### src/cvm_pkg.sv
// ----------------------------------------------------------------------------
// cvm_pkg
// shared types, constants and helper functions of the character video,
// memory and keyboard unit
// ----------------------------------------------------------------------------
package cvm_pkg;

    localparam int EXPANSION_BYTES = 32768;
    localparam int EXP_AW          = $clog2(EXPANSION_BYTES);
    localparam int CLR_AW          = 10;

    localparam logic [15:0] ROM_END   = 16'h2000;
    localparam logic [15:0] VIDEO_END = 16'h2800;
    localparam logic [15:0] GLYPH_END = 16'h3000;
    localparam logic [15:0] WORK_END  = 16'h4000;
    localparam logic [7:0]  KEY_FILL  = 8'hC0;
    localparam logic [7:0]  ODD_PORT  = 8'hFF;

    typedef enum logic [2:0] {
        OP_MEM_RD = 3'd0,
        OP_MEM_WR = 3'd1,
        OP_IO_RD  = 3'd2,
        OP_IO_WR  = 3'd3,
        OP_PIXEL  = 3'd4
    } op_t;

    typedef enum logic [2:0] {
        RG_ROM,
        RG_VIDEO,
        RG_GLYPH,
        RG_WORK,
        RG_EXP
    } region_t;

    typedef enum logic [1:0] {
        S_CLEAR,
        S_IDLE,
        S_READ,
        S_GLYPH
    } state_t;

    typedef struct packed {
        logic take;
        logic glyph_rd;
        logic load_out;
        logic clear_wr;
    } cvm_cmd_t;

    typedef struct packed {
        logic clear_last;
        logic pixel_op;
    } cvm_stat_t;

    function automatic region_t region_of(input logic [15:0] addr);
        region_t r;
        if (addr < ROM_END)
            r = RG_ROM;
        else if (addr < VIDEO_END)
            r = RG_VIDEO;
        else if (addr < GLYPH_END)
            r = RG_GLYPH;
        else if (addr < WORK_END)
            r = RG_WORK;
        else
            r = RG_EXP;
        return r;
    endfunction

    // offset from 0x4000 folded onto the expansion size by restoring steps
    function automatic logic [EXP_AW-1:0] exp_index(input logic [15:0] addr);
        logic [19:0] rem;
        logic [19:0] step;
        rem = {5'd0, ~addr[14], addr[13:0]};
        for (int k = 4; k >= 0; k--)
        begin
            step = 20'(EXPANSION_BYTES) << k;
            if (rem >= step)
                rem = rem - step;
        end
        return rem[EXP_AW-1:0];
    endfunction

    function automatic logic [7:0] key_byte(input logic [15:0] addr,
                                            input logic [39:0] keys,
                                            input logic        ear);
        logic [4:0] pressed;
        pressed = '0;
        for (int row = 0; row < 8; row++)
        begin
            if (!addr[8 + row])
                pressed = pressed | keys[5*row +: 5];
        end
        return KEY_FILL | {2'b00, ear, ~pressed};
    endfunction

endpackage

### src/cvm_ctrl.sv
// ----------------------------------------------------------------------------
// cvm_ctrl
// sequencer: store clearing after reset, item intake, two-step pixel
// lookup and output register handshake
// ----------------------------------------------------------------------------
module cvm_ctrl
(
    input  logic               clk,
    input  logic               rst_n,
    input  logic               req_valid,
    output logic               req_ready,
    output logic               rsp_valid,
    input  logic               rsp_ready,
    input  cvm_pkg::cvm_stat_t stat,
    output cvm_pkg::cvm_cmd_t  cmd
);
    import cvm_pkg::*;

    state_t state_reg;
    state_t state_next;
    logic   out_valid_reg;
    logic   out_valid_next;
    logic   slot_free;

    assign slot_free = !out_valid_reg || rsp_ready;

    always_comb
    begin
        state_next = state_reg;
        case (state_reg)
            S_CLEAR:
            begin
                if (stat.clear_last)
                    state_next = S_IDLE;
            end
            S_IDLE:
            begin
                if (req_valid)
                    state_next = S_READ;
            end
            S_READ:
            begin
                if (stat.pixel_op)
                    state_next = S_GLYPH;
                else if (slot_free)
                    state_next = S_IDLE;
            end
            S_GLYPH:
            begin
                if (slot_free)
                    state_next = S_IDLE;
            end
            default:
            begin
                state_next = S_CLEAR;
            end
        endcase
    end

    always_comb
    begin
        cmd.take     = (state_reg == S_IDLE) && req_valid;
        cmd.glyph_rd = (state_reg == S_READ) && stat.pixel_op;
        cmd.load_out = ((state_reg == S_READ) && !stat.pixel_op && slot_free)
                    || ((state_reg == S_GLYPH) && slot_free);
        cmd.clear_wr = (state_reg == S_CLEAR);
        req_ready    = (state_reg == S_IDLE);
        rsp_valid    = out_valid_reg;
    end

    always_comb
    begin
        if (cmd.load_out)
            out_valid_next = 1'b1;
        else if (rsp_ready)
            out_valid_next = 1'b0;
        else
            out_valid_next = out_valid_reg;
    end

    always_ff @(posedge clk or negedge rst_n)
    begin
        if (!rst_n)
        begin
            state_reg     <= S_CLEAR;
            out_valid_reg <= 1'b0;
        end
        else
        begin
            state_reg     <= state_next;
            out_valid_reg <= out_valid_next;
        end
    end

    a_take_one: assert property (@(posedge clk) disable iff (!rst_n)
        cmd.take |=> (state_reg == S_READ) && !req_ready)
        else $error("item taken but sequencer did not start the read");

    a_no_overwrite: assert property (@(posedge clk) disable iff (!rst_n)
        cmd.load_out |-> (!out_valid_reg || rsp_ready))
        else $error("output register overwritten while its item waits");

    a_glyph_entry: assert property (@(posedge clk) disable iff (!rst_n)
        (state_reg == S_GLYPH) |->
            ($past(state_reg) == S_READ || $past(state_reg) == S_GLYPH))
        else $error("glyph step entered without a video read");

    a_result_source: assert property (@(posedge clk) disable iff (!rst_n)
        $rose(out_valid_reg) |->
            ($past(state_reg) == S_READ || $past(state_reg) == S_GLYPH))
        else $error("result raised outside a read step");

endmodule

### config.mk
export PLATFORM = sky130hd
export DESIGN_NAME = cvm_ctrl
export DESIGN_NICKNAME = d
export VERILOG_FILES = /design/src/cvm_pkg.sv /design/src/cvm_ctrl.sv
export SDC_FILE = /design/constraint.sdc
export NUM_CORES = 1
export LEC_CHECK = 0
export CAP_MARGIN = 20
export CORE_AREA = 2 2 39 41
export CTS_BUF_LIST = sky130_fd_sc_hd__clkbuf_16
export CTS_CLUSTER_DIAMETER = 120
export DETAILED_ROUTE_END_ITERATION = 12
export DIE_AREA = 0 0 41 43
export DONT_BUFFER_PORTS = 1
export HOLD_SLACK_MARGIN = 0.02
export PLACE_DENSITY_LB_ADDON = 0.08
export SYNTH_ARGS = -nofsm -noshare
export SYNTH_HDL_FRONTEND = slang
export SYNTH_SLANG_ARGS = --single-unit
### constraint.sdc
create_clock -name clk -period 2.6 [get_ports clk]
set_clock_uncertainty 0.05 [all_clocks]
set_input_delay 0.26 -clock clk [delete_from_list [all_inputs] [get_ports clk]]
set_output_delay 0.26 -clock clk [all_outputs]
set_load 0.005 [all_outputs]
==> impl_metrics.json <==
{
  "outcome": "finished clean",
  "fin_nets": 31,
  "syn_area_um2": 167.7,
  "p_clk_frac": 0.555,
  "grt.overflow.total": 0,
  "avgSynthCellArea_um2": 8.383,
  "track_usage": 0.06533,
  "synth-seq-cells": 3,
  "fp.dieW_um": 41,
  "root_buffer": "clkbuf_16",
  "io_pins": 12,
  "rr_worst_depth": 2,
  "r2r_start": "state_reg[0]",
  "routabilityCongestion": 0.5173,
  "core_area_um2": 1384,
  "clock_sinks": 3,
  "p_int_uw": 307.3,
  "initial_core_util": 0.1212,
  "grt_first_pass_wirelength_um": 669,
  "hold_path.class": "input port to flip-flop",
  "antenna_found_initial": 0,
  "portBuffers": 0,
  "dpl.hpwl_um": 351.7,
  "viasPerCell": 3.650,
  "critPathKind": "flip-flop to primary output",
  "netlist_instances": 20,
  "rrSetupSlack_ns": 1.64,
  "cts_max_level": 1,
  "whs_endpoint": "state_reg[0]",
  "p_leak_uw": 0.0001207,
  "critical-path-max-stage-delay_ns": 0.45,
  "power_density_nw_per_um2": 1605,
  "largest_register_ffs": 2,
  "numCtsBuffers": 3,
  "min_period_ns": 1.294,
  "rows": 14,
  "crit_arrival_ns": 0.98,
  "power_frac_seq": 0.247,
  "slew_headroom": 0.8384,
  "antenna_cells": 0,
  "p_sw_frac": 0.2884,
  "clk_latency_ns": 0.22,
  "finalSetupViolCount": 0,
  "hp-start": "stat[0]",
  "rsz0062_at_grt": "false",
  "grt_pass1_vias": 166,
  "yosys_warnings": 0,
  "finalWirelength_um": 407,
  "required_ns": 2.29,
  "cp_top_family": "flip-flops",
  "ant_nets": 0,
  "cp-startpoint": "state_reg[1]",
  "cp-start-kind": "flip-flop",
  "fmax_mhz": 772.8,
  "drt_iter0_drc": 0,
  "synth_cell_types": 14,
  "timing.setup.tns_ns": 0,
  "num_vias": 146,
  "worst_pin_slew_ns": 0.2406,
  "path_clk_slew_ns": 0.03,
  "areaGrowthSynthToFinish_pct": 60.45,
  "rr_endpoint": "state_reg[0]",
  "finalCritPeriodShare": 0.4977,
  "yosysSeqAreaShare": 0.4478,
  "cp.buffers_inverters": 1,
  "max_cap_violations": 0,
  "drive_above_1_share": 0.2083,
  "crit_chain": "inv_2, nor3_1",
  "dieArea_um2": 1763,
  "power.switching_uw": 124.6,
  "total_power_uw": 431.9,
  "final_cell_mix": "3 x nor2_1, 3 x clkbuf_16, 3 x dfrtp_1",
  "clockBufferDepth": 2,
  "hold_depth": 2,
  "ir_drop_v": 0.0003022,
  "drc": 0,
  "maxSlewViolCount": 0,
  "syn_nets": 26,
  "crit_slowest_cell": "dfrtp_1",
  "die_h_um": 43,
  "grt_start_max_net_pins": 8,
  "cts_tree": "done",
  "firstDrtPassIters": 1,
  "routedWlPerCell_um": 10.18,
  "combPwrFrac": 0.198,
  "cp_max_fo": 7,
  "hold_viol": 0,
  "cp-end-kind": "primary output"
}
[worst max-delay path by stage]
stage | to | slack, ns | cells past startpoint
after floorplan | cmd[1] | 1.53 | 3
after global placement | cmd[2] | 1.53 | 2
after detailed placement | cmd[2] | 1.52 | 2
after CTS | cmd[2] | 1.29 | 2
after global routing | cmd[2] | 1.24 | 2
final | cmd[2] | 1.31 | 2
[through the flow]
step           setup WS [ns]  cells  utilization  hold slack [ns]  area (um2)
6_report               1.306     40       0.1944           0.1638       269.0
4_1_cts                1.289     40       0.1944           0.1680       269.0
2_1_floorplan          1.533     20            -         -0.08559       167.7
5_1_grt                1.239     40       0.1944           0.1964       269.0
3_5_place_dp           1.524     35       0.1302         -0.08545       180.2
3_3_place_gp           1.526     35       0.1302         -0.08545       180.2
[worst register-to-register path: stages (launching register included)]
cell     delay (ns)
dfrtp_1        0.43
o31ai_1        0.24
o21ai_1        0.10
[cell type report]
class / count / area (um2)
Fill cell: 156 / 1115
Timing Repair Buffer: 1 / 10.01
Tap cell: 16 / 20.02
Inverter: 2 / 7.507
Multi-Input combinational cell: 14 / 77.57
Clock buffer: 3 / 75.07
Clock inverter: 1 / 3.754
Sequential cell: 3 / 75.07
[cell usage after synthesis]
master	number	area [um2]
a2bb2oi_1	1	8.760
buf_4	1	7.510
dfrtp_1	3	75.07
inv_1	1	3.750
inv_2	1	3.750
nand2_1	2	7.510
nand2b_1	1	6.260
nor2_1	3	11.26
nor2b_1	2	12.51
nor3_1	1	5.000
o21ai_0	1	5.000
o21ai_1	1	5.000
o21ai_2	1	8.760
o31ai_1	1	7.510
[per-layer routing]
metal  wire length (um)  global-route usage
met5                  0                   0
met4                 17             0.08000
met3                 46             0.03141
met2                225             0.09063
met1                119             0.05806
[timing repair]
item | in CTS | in global routing
hold buffers | 1 | 0
hold endpoints to repair | 3 | 0
buffers inserted | 0 | 0
gates resized for setup | 0 | 0
[power groups by stage]
stage | logic [uW] | clock network (uW) | registers, uW
6_report | 85.7 | 240 | 107
3_5_place_dp | 87.7 | 0 | 108
4_1_cts | 89.8 | 244 | 107
3_3_place_gp | 87.1 | 0 | 109
5_1_grt | 98.7 | 249 | 114
2_1_floorplan | 80.6 | 0 | 102
[cell families (layout without fill, tap and decap cells)]
family / after synthesis / in the layout / share of synthesized area
flip-flops: 3 / 3 / 0.4477
buffers and inverters: 3 / 7 / 0.08953
AO/OA/AOI/OAI: 5 / 5 / 0.2089
AND/OR/NAND/NOR: 9 / 9 / 0.2537
Power figures use the tool's default switching activity.
